File: config.mk
export PLATFORM = sky130hd
export DESIGN_NAME = image_glitch_smoothing_filter
export DESIGN_NICKNAME = d
export VERILOG_FILES = /design/src/design/igsf_pkg.sv /design/src/design/igsf_ram.sv /design/src/design/igsf_front.sv /design/src/design/igsf_queue.sv /design/src/design/igsf_back.sv /design/src/design/image_glitch_smoothing_filter.sv
export SDC_FILE = /design/constraint.sdc
export NUM_CORES = 1
export LEC_CHECK = 0
export CAP_MARGIN = 20
export CORE_UTILIZATION = 25
export DETAILED_ROUTE_END_ITERATION = 12
export DONT_BUFFER_PORTS = 1
export GPL_ROUTABILITY_DRIVEN = 0
export PLACE_DENSITY = 0.35
export RECOVER_POWER = 25
export SLEW_MARGIN = 20
export SYNTH_ARGS = -nofsm -noshare
export SYNTH_HDL_FRONTEND = slang
export SYNTH_SLANG_ARGS = --single-unit
File: constraint.sdc
create_clock -name clk -period 28.7 [get_ports clk]
set_clock_uncertainty 0.15 [all_clocks]
set_input_delay 1.435 -clock clk [delete_from_list [all_inputs] [get_ports clk]]
set_output_delay 1.435 -clock clk [all_outputs]
set_load 0.01 [all_outputs]
File: src/design/igsf_pkg.sv
// Shared constants, types and the shade table of the glitch smoothing filter.
`timescale 1ns / 1ps
package igsf_pkg;

  localparam int MAX_COLS    = 32;
  localparam int MAX_ROWS    = 1024;
  localparam int COL_W       = $clog2(MAX_COLS);
  localparam int ROW_W       = $clog2(MAX_ROWS);
  localparam int LEVEL_W     = 4;
  localparam int SHADE_W     = 7;
  localparam int ROWS_CFG_W  = 11;
  localparam int COLS_CFG_W  = 6;
  localparam int THR_W       = 4;
  localparam int CFG_IDX_W   = 2;
  localparam int CFG_DATA_W  = 11;
  localparam int NUM_BUFS    = 3;
  localparam int BUF_W       = 2;
  localparam int STORE_DEPTH = NUM_BUFS * MAX_COLS;
  localparam int STORE_AW    = BUF_W + COL_W;
  localparam int QUEUE_DEPTH = 4;
  localparam int QPTR_W      = $clog2(QUEUE_DEPTH);
  localparam int QLVL_W      = $clog2(QUEUE_DEPTH + 1);
  localparam logic [LEVEL_W-1:0] MAX_LEVEL = LEVEL_W'(9);

  typedef enum logic [CFG_IDX_W-1:0] {
    CFG_ROWS   = 2'd0,
    CFG_COLS   = 2'd1,
    CFG_THRESH = 2'd2
  } cfg_reg_e;

  typedef struct packed {
    logic [ROWS_CFG_W-1:0] image_rows;
    logic [COLS_CFG_W-1:0] image_cols;
    logic [THR_W-1:0]      diff_threshold;
  } cfg_t;

  // Everything the back end needs to produce the results of one input item.
  typedef struct packed {
    logic [ROW_W-1:0]   row;
    logic [COL_W-1:0]   col;
    logic [LEVEL_W-1:0] pix;
    logic [LEVEL_W-1:0] up_pp;
    logic [LEVEL_W-1:0] prev_c;
    logic [LEVEL_W-1:0] prev_m1;
    logic [LEVEL_W-1:0] prev_p1;
    logic [LEVEL_W-1:0] cur_m1;
    logic [LEVEL_W-1:0] cur_m2;
    logic               has_mid;
    logic               has_lr;
    logic               has_fe;
    logic               r_ge2;
    logic               c_ge1;
    logic               c_ge2;
    logic               right_ok;
  } task_t;

  typedef struct packed {
    logic [ROW_W-1:0]   out_row;
    logic [COL_W-1:0]   out_col;
    logic [LEVEL_W-1:0] smoothed_level;
    logic [SHADE_W-1:0] shade_char;
    logic               was_replaced;
    logic               last_of_run;
    logic               end_of_frame;
  } res_t;

  function automatic logic [SHADE_W-1:0] shade_of(input logic [LEVEL_W-1:0] lvl);
    logic [SHADE_W-1:0] ch;
    case (lvl)
      4'd0:    ch = 7'd32;   // space
      4'd1:    ch = 7'd46;   // .
      4'd2:    ch = 7'd94;   // ^
      4'd3:    ch = 7'd58;   // :
      4'd4:    ch = 7'd126;  // ~
      4'd5:    ch = 7'd42;   // *
      4'd6:    ch = 7'd61;   // =
      4'd7:    ch = 7'd43;   // +
      4'd8:    ch = 7'd37;   // %
      default: ch = 7'd35;   // #
    endcase
    return ch;
  endfunction

endpackage

File: src/design/igsf_ram.sv
// Generic single-write, dual-read RAM with registered read data.
`timescale 1ns / 1ps
module igsf_ram #(
  parameter int WIDTH = 4,
  parameter int DEPTH = 96
) (
  input  logic                     clk,
  input  logic                     wr_en,
  input  logic [$clog2(DEPTH)-1:0] wr_addr,
  input  logic [WIDTH-1:0]         wr_data,
  input  logic                     rd_en,
  input  logic [$clog2(DEPTH)-1:0] rd_addr_a,
  input  logic [$clog2(DEPTH)-1:0] rd_addr_b,
  output logic [WIDTH-1:0]         rd_data_a,
  output logic [WIDTH-1:0]         rd_data_b
);

  logic [WIDTH-1:0] mem [DEPTH];

  always_ff @(posedge clk) begin
    if (wr_en) begin
      mem[wr_addr] <= wr_data;
    end
    if (rd_en) begin
      rd_data_a <= mem[rd_addr_a];
      rd_data_b <= mem[rd_addr_b];
    end
  end

endmodule

File: src/design/igsf_front.sv
// Front end: accepts pixels, tracks position, owns the row store and builds tasks.
`timescale 1ns / 1ps
module igsf_front import igsf_pkg::*; (
  input  logic              clk,
  input  logic              rst,
  input  cfg_t              cfg,
  input  logic              push,
  input  logic [LEVEL_W-1:0] pixel_level,
  output logic              full,
  input  logic [QLVL_W-1:0] q_level,
  output logic              task_valid,
  output task_t             task_out
);

  logic [ROW_W-1:0]      row_count;
  logic [COL_W-1:0]      col_count;
  logic [BUF_W-1:0]      store_rotation;
  logic [LEVEL_W-1:0]    cur_m1;
  logic [LEVEL_W-1:0]    cur_m2;
  logic [LEVEL_W-1:0]    win0;
  logic [LEVEL_W-1:0]    win1;
  logic                  s1_valid;
  task_t                 s1;

  logic [ROWS_CFG_W-1:0] rows_eff;
  logic [COLS_CFG_W-1:0] cols_eff;
  logic                  last_row;
  logic                  last_col;
  logic                  accept;
  logic [LEVEL_W-1:0]    pix_sat;
  logic [BUF_W-1:0]      prev_buf;
  logic [BUF_W-1:0]      pp_buf;
  logic [STORE_AW-1:0]   wr_addr;
  logic [STORE_AW-1:0]   rd_addr_a;
  logic [STORE_AW-1:0]   rd_addr_b;
  logic [LEVEL_W-1:0]    rd_data_a;
  logic [LEVEL_W-1:0]    rd_data_b;

  always_comb begin
    if (cfg.image_rows < ROWS_CFG_W'(2)) begin
      rows_eff = ROWS_CFG_W'(2);
    end else if (cfg.image_rows > ROWS_CFG_W'(MAX_ROWS)) begin
      rows_eff = ROWS_CFG_W'(MAX_ROWS);
    end else begin
      rows_eff = cfg.image_rows;
    end
    if (cfg.image_cols < COLS_CFG_W'(2)) begin
      cols_eff = COLS_CFG_W'(2);
    end else if (cfg.image_cols > COLS_CFG_W'(MAX_COLS)) begin
      cols_eff = COLS_CFG_W'(MAX_COLS);
    end else begin
      cols_eff = cfg.image_cols;
    end
  end

  assign last_row = (ROWS_CFG_W'(row_count) + ROWS_CFG_W'(1)) >= rows_eff;
  assign last_col = (COLS_CFG_W'(col_count) + COLS_CFG_W'(1)) >= cols_eff;
  assign pix_sat  = (pixel_level > MAX_LEVEL) ? MAX_LEVEL : pixel_level;

  // Every task in flight in the read stage needs a queue slot.
  assign full   = (q_level + QLVL_W'(s1_valid)) >= QLVL_W'(QUEUE_DEPTH);
  assign accept = push && !full;

  always_comb begin
    case (store_rotation)
      2'd0:    begin prev_buf = 2'd2; pp_buf = 2'd1; end
      2'd1:    begin prev_buf = 2'd0; pp_buf = 2'd2; end
      default: begin prev_buf = 2'd1; pp_buf = 2'd0; end
    endcase
  end

  // At the end of a row, port A fetches column 0 of the row just finished, which is
  // the centre of the first pixel emitted on the next row.
  assign wr_addr   = {store_rotation, col_count};
  assign rd_addr_a = last_col ? {store_rotation, COL_W'(0)}
                              : {prev_buf, col_count + COL_W'(1)};
  assign rd_addr_b = {pp_buf, col_count};

  igsf_ram #(
    .WIDTH (LEVEL_W),
    .DEPTH (STORE_DEPTH)
  ) u_store (
    .clk       (clk),
    .wr_en     (accept),
    .wr_addr   (wr_addr),
    .wr_data   (pix_sat),
    .rd_en     (accept),
    .rd_addr_a (rd_addr_a),
    .rd_addr_b (rd_addr_b),
    .rd_data_a (rd_data_a),
    .rd_data_b (rd_data_b)
  );

  always_ff @(posedge clk) begin
    if (rst) begin
      row_count      <= '0;
      col_count      <= '0;
      store_rotation <= '0;
      s1_valid       <= 1'b0;
    end else begin
      s1_valid <= accept;
      if (accept) begin
        if (last_col) begin
          col_count <= '0;
          if (last_row) begin
            row_count      <= '0;
            store_rotation <= '0;
          end else begin
            row_count      <= row_count + ROW_W'(1);
            store_rotation <= (store_rotation == BUF_W'(NUM_BUFS - 1)) ? '0
                              : store_rotation + BUF_W'(1);
          end
        end else begin
          col_count <= col_count + COL_W'(1);
        end
      end
    end
    if (accept) begin
      cur_m2      <= cur_m1;
      cur_m1      <= pix_sat;
      s1.row      <= row_count;
      s1.col      <= col_count;
      s1.pix      <= pix_sat;
      s1.cur_m1   <= cur_m1;
      s1.cur_m2   <= cur_m2;
      s1.has_mid  <= row_count != '0;
      s1.has_lr   <= last_row && (col_count != '0);
      s1.has_fe   <= last_row && last_col;
      s1.r_ge2    <= row_count >= ROW_W'(2);
      s1.c_ge1    <= col_count != '0;
      s1.c_ge2    <= col_count >= COL_W'(2);
      s1.right_ok <= (COLS_CFG_W'(col_count) + COLS_CFG_W'(1)) < cols_eff;
      s1.up_pp    <= '0;
      s1.prev_c   <= '0;
      s1.prev_m1  <= '0;
      s1.prev_p1  <= '0;
    end
    // The previous-row window slides one column per task.
    if (s1_valid) begin
      win1 <= win0;
      win0 <= rd_data_a;
    end
  end

  always_comb begin
    task_out         = s1;
    task_out.up_pp   = rd_data_b;
    task_out.prev_c  = win0;
    task_out.prev_m1 = win1;
    task_out.prev_p1 = rd_data_a;
  end

  assign task_valid = s1_valid;

endmodule

File: src/design/igsf_queue.sv
// Short task queue between the front and back ends.
`timescale 1ns / 1ps
module igsf_queue import igsf_pkg::*; (
  input  logic              clk,
  input  logic              rst,
  input  logic              push_en,
  input  task_t             push_task,
  input  logic              pop_en,
  output logic              head_valid,
  output task_t             head_task,
  output logic [QLVL_W-1:0] level
);

  task_t             slots [QUEUE_DEPTH];
  logic [QPTR_W-1:0] head;
  logic [QPTR_W-1:0] tail;

  assign head_valid = level != '0;
  assign head_task  = slots[head];

  always_ff @(posedge clk) begin
    if (rst) begin
      head  <= '0;
      tail  <= '0;
      level <= '0;
    end else begin
      if (push_en) begin
        tail <= tail + QPTR_W'(1);
      end
      if (pop_en) begin
        head <= head + QPTR_W'(1);
      end
      if (push_en && !pop_en) begin
        level <= level + QLVL_W'(1);
      end else if (pop_en && !push_en) begin
        level <= level - QLVL_W'(1);
      end
    end
    if (push_en) begin
      slots[tail] <= push_task;
    end
  end

endmodule

File: src/design/igsf_back.sv
// Back end: judges each pixel against its neighbours and emits one result a cycle while results are popped.
`timescale 1ns / 1ps
module igsf_back import igsf_pkg::*; (
  input  logic              clk,
  input  logic              rst,
  input  logic [THR_W-1:0]  diff_threshold,
  input  logic              q_valid,
  input  task_t             q_task,
  output logic              q_pop,
  input  logic              pop,
  output logic              empty,
  output res_t              res
);

  localparam logic [2:0] PH_MID = 3'b001;
  localparam logic [2:0] PH_LR  = 3'b010;

  logic               out_valid;
  logic [2:0]         done;
  logic [2:0]         pend;
  logic [2:0]         sel;
  logic [2:0]         rest;
  logic               slot_free;
  logic               emit;

  logic [LEVEL_W-1:0] ctr;
  logic [LEVEL_W-1:0] nb [4];
  logic [3:0]         ok;
  logic [ROW_W-1:0]   row_sel;
  logic [COL_W-1:0]   col_sel;
  logic [2:0]         n;
  logic [5:0]         sum;
  logic               all_far;
  logic [LEVEL_W-1:0] diff;
  logic [11:0]        prod3;
  logic [LEVEL_W-1:0] avg;
  logic               rep;
  logic [LEVEL_W-1:0] lvl;

  assign pend      = {q_task.has_fe, q_task.has_lr, q_task.has_mid} & ~done;
  assign sel       = pend & (~pend + 3'd1);
  assign rest      = pend & ~sel;
  assign slot_free = !out_valid || pop;
  assign emit      = q_valid && (pend != '0) && slot_free;
  // A task with no results left is dropped; otherwise it leaves with its last result.
  assign q_pop     = q_valid && ((pend == '0) || (slot_free && (rest == '0)));
  assign empty     = !out_valid;

  always_comb begin
    case (sel)
      PH_MID: begin
        row_sel = q_task.row - ROW_W'(1);
        col_sel = q_task.col;
        ctr     = q_task.prev_c;
        nb[0] = q_task.up_pp;   ok[0] = q_task.r_ge2;
        nb[1] = q_task.pix;     ok[1] = 1'b1;
        nb[2] = q_task.prev_m1; ok[2] = q_task.c_ge1;
        nb[3] = q_task.prev_p1; ok[3] = q_task.right_ok;
      end
      PH_LR: begin
        row_sel = q_task.row;
        col_sel = q_task.col - COL_W'(1);
        ctr     = q_task.cur_m1;
        nb[0] = q_task.prev_m1; ok[0] = q_task.has_mid;
        nb[1] = '0;             ok[1] = 1'b0;
        nb[2] = q_task.cur_m2;  ok[2] = q_task.c_ge2;
        nb[3] = q_task.pix;     ok[3] = 1'b1;
      end
      default: begin
        row_sel = q_task.row;
        col_sel = q_task.col;
        ctr     = q_task.pix;
        nb[0] = q_task.prev_c;  ok[0] = q_task.has_mid;
        nb[1] = '0;             ok[1] = 1'b0;
        nb[2] = q_task.cur_m1;  ok[2] = q_task.c_ge1;
        nb[3] = '0;             ok[3] = 1'b0;
      end
    endcase
  end

  always_comb begin
    n       = '0;
    sum     = '0;
    all_far = 1'b1;
    diff    = '0;
    for (int k = 0; k < 4; k++) begin
      diff = (ctr > nb[k]) ? ctr - nb[k] : nb[k] - ctr;
      if (ok[k]) begin
        n   = n + 3'd1;
        sum = sum + 6'(nb[k]);
        if (diff <= diff_threshold) begin
          all_far = 1'b0;
        end
      end
    end
    // Division by three as a multiply by 43/128, exact for sums this small.
    prod3 = 12'(sum) * 12'd43;
    case (n)
      3'd1:    avg = sum[LEVEL_W-1:0];
      3'd2:    avg = sum[LEVEL_W:1];
      3'd3:    avg = prod3[10:7];
      default: avg = sum[LEVEL_W+1:2];
    endcase
    rep = all_far && (n != '0);
    lvl = rep ? avg : ctr;
    if (lvl > MAX_LEVEL) begin
      lvl = MAX_LEVEL;
    end
  end

  always_ff @(posedge clk) begin
    if (rst) begin
      out_valid <= 1'b0;
      done      <= '0;
    end else begin
      if (emit) begin
        out_valid <= 1'b1;
      end else if (pop) begin
        out_valid <= 1'b0;
      end
      if (q_pop) begin
        done <= '0;
      end else if (emit) begin
        done <= done | sel;
      end
    end
    if (emit) begin
      res.out_row        <= row_sel;
      res.out_col        <= col_sel;
      res.smoothed_level <= lvl;
      res.shade_char     <= shade_of(lvl);
      res.was_replaced   <= rep;
      res.last_of_run    <= rest == '0;
      res.end_of_frame   <= (sel != PH_MID) && (sel != PH_LR);
    end
  end

endmodule

File: src/design/image_glitch_smoothing_filter.sv
// Top level of the image glitch smoothing filter: configuration, front, queue and back.
`timescale 1ns / 1ps
// The filter takes a raster-scanned grey image of levels 0 to 9, one pixel per item,
// and replaces a pixel by the truncated average of its up, down, left and right
// neighbours (only those inside the frame) when it differs by more than the threshold
// from every one of them. Levels above 9 are read as 9. Results lag the input by one
// row: pixels of the first row give no result, each pixel of a middle row releases the
// pixel above it, and each pixel of the last row also releases its left neighbour, the
// frame's final pixel releasing itself as a third result. Input and output behave as
// queues. In the middle rows one pixel is taken every clock while results are popped;
// the result side delivers one item per clock, so on the last row, where most pixels
// yield two results, the input is held back and full is raised as the four-entry task
// queue fills. A pixel's task passes from the read stage through the task queue to the
// result register of the back end. The front end holds three rows of 32 levels in a RAM
// with one write and two registered read ports, read once per pixel; its contents are not
// cleared after reset, so the block accepts pixels from the first cycle out of reset.
// Registers (image_rows, image_cols, diff_threshold at indices 0, 1 and 2) are written
// through the cfg port, which is always ready, and must only be changed while the block
// is idle. Rows and columns are clamped to 2..1024 and 2..32.
module image_glitch_smoothing_filter import igsf_pkg::*; (
  input  logic                  clk,
  input  logic                  rst,
  input  logic                  push,
  output logic                  full,
  input  logic [LEVEL_W-1:0]    pixel_level,
  output logic                  empty,
  input  logic                  pop,
  output logic [ROW_W-1:0]      out_row,
  output logic [COL_W-1:0]      out_col,
  output logic [LEVEL_W-1:0]    smoothed_level,
  output logic [SHADE_W-1:0]    shade_char,
  output logic                  was_replaced,
  output logic                  last_of_run,
  output logic                  end_of_frame,
  input  logic                  cfg_valid,
  output logic                  cfg_ready,
  input  logic [CFG_IDX_W-1:0]  cfg_index,
  input  logic [CFG_DATA_W-1:0] cfg_data
);

  cfg_t              cfg;
  logic              task_valid;
  task_t             task_front;
  logic              q_valid;
  task_t             q_task;
  logic              q_pop;
  logic [QLVL_W-1:0] q_level;
  res_t              res;

  // Configuration writes go straight into the registers, so the channel never stalls.
  assign cfg_ready = 1'b1;

  always_ff @(posedge clk) begin
    if (rst) begin
      cfg.image_rows     <= ROWS_CFG_W'(20);
      cfg.image_cols     <= COLS_CFG_W'(30);
      cfg.diff_threshold <= THR_W'(1);
    end else if (cfg_valid) begin
      unique case (cfg_index)
        CFG_ROWS:   cfg.image_rows     <= cfg_data[ROWS_CFG_W-1:0];
        CFG_COLS:   cfg.image_cols     <= cfg_data[COLS_CFG_W-1:0];
        CFG_THRESH: cfg.diff_threshold <= cfg_data[THR_W-1:0];
        default:    ;  // unused index: write is dropped
      endcase
    end
  end

  igsf_front u_front (
    .clk         (clk),
    .rst         (rst),
    .cfg         (cfg),
    .push        (push),
    .pixel_level (pixel_level),
    .full        (full),
    .q_level     (q_level),
    .task_valid  (task_valid),
    .task_out    (task_front)
  );

  igsf_queue u_queue (
    .clk        (clk),
    .rst        (rst),
    .push_en    (task_valid),
    .push_task  (task_front),
    .pop_en     (q_pop),
    .head_valid (q_valid),
    .head_task  (q_task),
    .level      (q_level)
  );

  igsf_back u_back (
    .clk            (clk),
    .rst            (rst),
    .diff_threshold (cfg.diff_threshold),
    .q_valid        (q_valid),
    .q_task         (q_task),
    .q_pop          (q_pop),
    .pop            (pop),
    .empty          (empty),
    .res            (res)
  );

  assign out_row        = res.out_row;
  assign out_col        = res.out_col;
  assign smoothed_level = res.smoothed_level;
  assign shade_char     = res.shade_char;
  assign was_replaced   = res.was_replaced;
  assign last_of_run    = res.last_of_run;
  assign end_of_frame   = res.end_of_frame;

endmodule
After elaboration in Yosys (flattened, before gate mapping)
Memories as Yosys holds them, arrays and structs flattened. A register that Yosys moved wholly into a read port is not among the register bits.
Cells that the tools add are included.
- input bits: 22
- memory bits (writable): 584
- logic and storage cells: 184
- memories kept: 3
- register bits after elaboration: 114
- memory bits (read-only): 112
- bitwise operators: 7
- multiply operators: 1
- mux-type cells: 50
- reduce and logical (&&, ||, !) cells: 33
- order comparisons: 20
- add/subtract/negate cells: 27
- equality and inequality tests: 11
- memories (name ; words ; bits a word ; read ports ; clocked after memory_dff ; write ports ; line ; text):
    u_front.u_store.mem ; 96 ; 4 ; 2 ; 2 ; 1 ; igsf_ram.sv:18 ; logic [WIDTH-1:0] mem [DEPTH];
    u_queue.slots ; 4 ; 50 ; 1 ; 1 ; 1 ; igsf_queue.sv:14 ; task_t slots [QUEUE_DEPTH];
    (no name shown) ; 16 ; 7 ; 1 ; 1 ; 0 ; igsf_pkg.sv:69 ; case (lvl)
- operators with widths (operator ; number):
    4-bit two-way mux ; 8
    16-bit one-hot mux with 2 select lines ; 1
    4-bit subtractor ; 8
    6-bit two-way mux ; 5
    11-bit two-way mux ; 2
    10-bit two-way mux ; 2
    4-bit greater-than comparator ; 4
    4-bit <= comparator ; 4
    4-bit one-hot mux with 2 select lines ; 2
    1-bit two-way mux ; 15
    3-bit two-way mux ; 5
    3-bit by 1-bit adder with 3-bit output, second input constant ; 4
    6-bit by 4-bit adder with 6-bit output ; 2
    4-bit one-hot mux with 3 select lines ; 1
    10-bit by 1-bit adder with 11-bit output, second input constant ; 1
    11-bit >= comparator ; 1
    11-bit greater-than comparator, second input constant ; 1
    1-bit logical AND ; 11
    11-bit by 2-bit less-than comparator with 1-bit output, second input constant ; 1
    6-bit by 6-bit multiplier with 11-bit output, second input constant ; 1
    10-bit by 1-bit adder with 10-bit output, second input constant ; 1
    10-bit by 2-bit >= comparator with 1-bit output, second input constant ; 1
    5-bit two-way mux ; 2
    10-bit nonzero test ; 1
    37 further kinds ; 65

Depth between registers and ports, before layout
- depth in word-level cells: 22
- mapped depth: 44
- gate-level depth less buffers: 41

Cells and area by module
Synthesis repeated with hierarchy kept, for this count alone.
- cells, all modules: 2290
- area, all modules: 35377.7 µm²
- by module, submodules not included (module ; sequential area each (µm²) ; times used ; cells each ; area an instance (µm²)):
    igsf_ram ; 11771.3 ; 1 ; 1046 ; 18849.3
    igsf_queue ; 6185.9 ; 1 ; 305 ; 7694.9
    igsf_back ; 950.9 ; 1 ; 569 ; 4961.0
    igsf_front ; 1621.6 ; 1 ; 278 ; 2946.6
    image_glitch_smoothing_filter ; 420.4 ; 1 ; 92 ; 925.9

Least setup slack after synthesis
Ideal clock, no wire load.
- path kind: flip-flop to flip-flop
- start point: register (tool-made name)
- end point: register, netlist name u_back.res[5]
- setup time: 260 ps
- clock period less this slack: 9775 ps
- data required time: 28290 ps
- path buffers: 5
- arrival: 9364 ps
- slack: 18925 ps
- cell stages (with the launch flop): 40
- cell sequence: dfxtp_1 buf_6 buf_2 buf_2 buf_2 buf_2 mux4_2 mux2i_1 nor2_1 ha_1 fa_1 xor2_1 nor2_1 a211oi_1 ha_1 a21oi_1 xnor2_1 mux2_1 (+4 left out) inv_1 fa_1 inv_1 fa_1 ha_1 a2111o_1 a31o_1 a31oi_1 o21ai_1 xnor2_1 o2111a_1 a221oi_4 nor2_1 o21ba_2 ha_1 inv_1 mux2i_1 mux2_4

==> impl_metrics.env <==
export IMPL_worstPathRequired_ps=28970
export IMPL_hold_viol=0
export IMPL_worst_hold_path_type="reg -> reg"
export IMPL_outcome="finished with violations"
export IMPL_worst_pin_slew_ps=3740
export IMPL_cpPeakStageDelay_ps=710
export IMPL_antenna_found_initial=0
export IMPL_clkTransAtPathRegs_ps=60
export IMPL_synth_area_leaders="edfxtp_1, mux4_2, ha_1, a22oi_1, dfxtp_1"
export IMPL_detailed_place_hpwl_mm=69.9
export IMPL_fin_util_pct=28.7
export IMPL_postCtsResizedCells=0
export IMPL_coreArea_sq_mm=0.136
export IMPL_stdcell_area_sq_mm=0.0389
export IMPL_worst_path_max_delay_cell="buf_4"
export IMPL_slew_viol_final=109
export IMPL_synth_async_reset_ratio_pct=0
export IMPL_powerDensity_mw_per_mm2=133
export IMPL_r2r_slack_ps=17410
export IMPL_first_global_vias=22913
export IMPL_drtAntennaViolNets=0
export IMPL_finalCriticalPeriod_ps=11290
export IMPL_grt_pass1_wl_mm=162
export IMPL_wl_per_cell_microns=25.7
export IMPL_dp_slack_ps=17300
export IMPL_grt_max_degree=101
export IMPL_fill_cells=13681
export IMPL_rows=135
export IMPL_syn_area_sq_mm=0.0342
export IMPL_drv_max_cap_violation_count=3
export IMPL_wl_mm=111
export IMPL_yosys_warnings=0
export IMPL_max_slew_margin_pct=-149
export IMPL_dpl_cell_area_sq_mm=0.0363
export IMPL_arrival_ps=11560
export IMPL_die_h_microns=372
export IMPL_final_cells=4322
export IMPL_hold_buffers=0
export IMPL_p_leak_nw=12.6
export IMPL_ys_top_cells_by_count="edfxtp_1, nor2_1, a22oi_1, a21oi_1, nand2_1"
export IMPL_r2r_end="u_back.res[5]"
export IMPL_track_usage_pct=16.1
export IMPL_rsz0062_at_grt="no"
export IMPL_placedCellCount=4168
export IMPL_syn_num_nets=2652
export IMPL_hp_start="cfg[17]"
export IMPL_drc=0
export IMPL_seq_area_sq_mm=0.0210
export IMPL_synth_edff_count=663
export IMPL_start_util_pct=25.2
export IMPL_post_synth_top_area_cell="edfxtp_1"
export IMPL_die_area_sq_mm=0.138
export IMPL_first_pass_iters=6
export IMPL_port_buffers=0
export IMPL_cts_htree_levels=3
export IMPL_ioPinCount=54
export IMPL_endpoint="u_back.res[5]"
export IMPL_first_iter_violations=1701
export IMPL_avgSynthCellArea_sq_um=13.7
export IMPL_area_growth_pct=13.8
export IMPL_violations="max-capacitance violations, max-slew violations"
export IMPL_max_freq_mhz=88.6
export IMPL_worst_r2r_path_depth=43
export IMPL_yosys_most_used_dff="edfxtp_1"
export IMPL_cp_max_fo=43
export IMPL_criticalPathCategory="reg -> reg"
export IMPL_synthCells=2499
export IMPL_peakVddDrop_uv=176
export IMPL_overflow=0
export IMPL_cts_buffers=84
export IMPL_yosysUniqueCellTypes=88
export IMPL_fin_crit_sh_pct=39.3
export IMPL_final_setup_tns_ps=0
export IMPL_post_cts_buffers=0
export IMPL_synth_top_area_share_pct=58.2
export IMPL_via_count=22036
export IMPL_setup_ws_ps=17410
export IMPL_drt_vias_per_instance=5.10
export IMPL_cts_tree="done"
export IMPL_synth_seq_area_share_pct=61.3
export IMPL_synth_most_common_cell="edfxtp_1"
export IMPL_multi_input_comb_area_sq_mm=0.0124
export IMPL_antenna_cells=0
export IMPL_clockBufferDepth=3
export IMPL_die_w_microns=372
export IMPL_layout_drive_gt1_share_pct=13.4
export IMPL_final_nets=2626
export IMPL_synth_seq_cells=715
export IMPL_cp_end_kind="register"
export IMPL_setup_viol_count_final=0
export IMPL_crit_path_start_kind="register"
export IMPL_clkLatencyLatePin_ps=690
export IMPL_ctsRootBufferMaster="clkbuf_16"
export IMPL_clkSinkCount=715
export IMPL_crit_path_frequent_cell="ha_1"
-- worst max-delay path: cells and delay by family (launching register included) --
kind / cells / cell delay [ps]
XOR/XNOR: 4 / 780
buffers and inverters: 6 / 1240
adder cells (fa/ha/maj): 9 / 3020
multiplexers: 6 / 1950
AND/OR/NAND/NOR: 7 / 720
flip-flops: 1 / 500
AO/OA/AOI/OAI: 11 / 2580
-- flip-flops by register name, summed over array words and instances, names as in the netlist, 5 cells and up, named ones only --
signal / count
u_front.u_store.mem: 384
u_queue.slots: 200
u_back.res: 29
u_front.task_out: 26
cfg: 21
u_front.row_count: 10
u_front.col_count: 5
-- metrics by stage --
step           hold slack (ps)  power, mW
5_1_grt                    354       5.64
2_1_floorplan              256       3.47
3_5_place_dp               313       4.18
4_1_cts                    322       5.25
6_report                   323       5.17
3_3_place_gp               312       4.14
-- cell usage in the layout, fill, tap and decap left out, drive strengths merged, types with 42 or more instances in the layout --
| cell | netlist | routed |
|---|---|---|
| a22oi | 166 | 166 |
| clkbuf | 123 | 107 |
| buf | 34 | 42 |
| ha | 115 | 115 |
| mux4 | 96 | 96 |
| nor2 | 185 | 185 |
| nand2 | 130 | 130 |
| a21oi | 132 | 132 |
| edfxtp | 663 | 663 |
| inv | 86 | 91 |
| nand4 | 46 | 46 |
| o221ai | 60 | 60 |
| dfxtp | 52 | 52 |
| o21ai | 81 | 81 |
-- how the worst min path moves through the flow --
stage	to	cells past startpoint
2_1_floorplan	u_front.task_out[37]	0
3_3_place_gp	cfg[16]	2
3_5_place_dp	cfg[18]	2
4_1_cts	cfg[18]	2
5_1_grt	cfg[18]	2
6_report	cfg[17]	2
-- layer usage --
metal / part of all wire [%] / vias to the layer above / routed length (microns) / track usage [%]
met5: 0 / - / 0 / 0
met4: 2.6 / 0 / 2910 / 4.67
met3: 4.3 / 169 / 4810 / 2.67
met2: 49 / 651 / 54600 / 27.4
met1: 44 / 11389 / 48700 / 20.8
li1: - / 9827 / - / -
-- report_power, final --
| part | switching [mW] | internal, mW |
|---|---|---|
| registers | 0.0573 | 1.29 |
| logic | 1.62 | 1.16 |
| clock network | 0.447 | 0.604 |
-- area by class of cell --
| cell class | count | area share [%] |
|---|---|---|
| clock buffers | 104 | 5.68 |
| clock inverters | 50 | 1.21 |
| inverters | 88 | 0.852 |
| multi-input cells | 1539 | 31.9 |
| flip-flops and latches | 715 | 53.8 |
| well taps | 1781 | 5.72 |
| repair buffers | 45 | 0.839 |
-- logic make-up after synthesis --
logic type / count (synthesis) / share of synthesized area (%)
AOI/OAI and AO/OA: 643 / 13.3
buffers and inverters: 245 / 2.82
adders and majority gates: 131 / 5.14
other: 1 / 0.0110
DFF: 715 / 61.3
muxes: 160 / 8.31
xor gates and xnor gates: 52 / 1.38
and+or+nand+nor: 552 / 7.72
(Power assumes the default switching activity.)
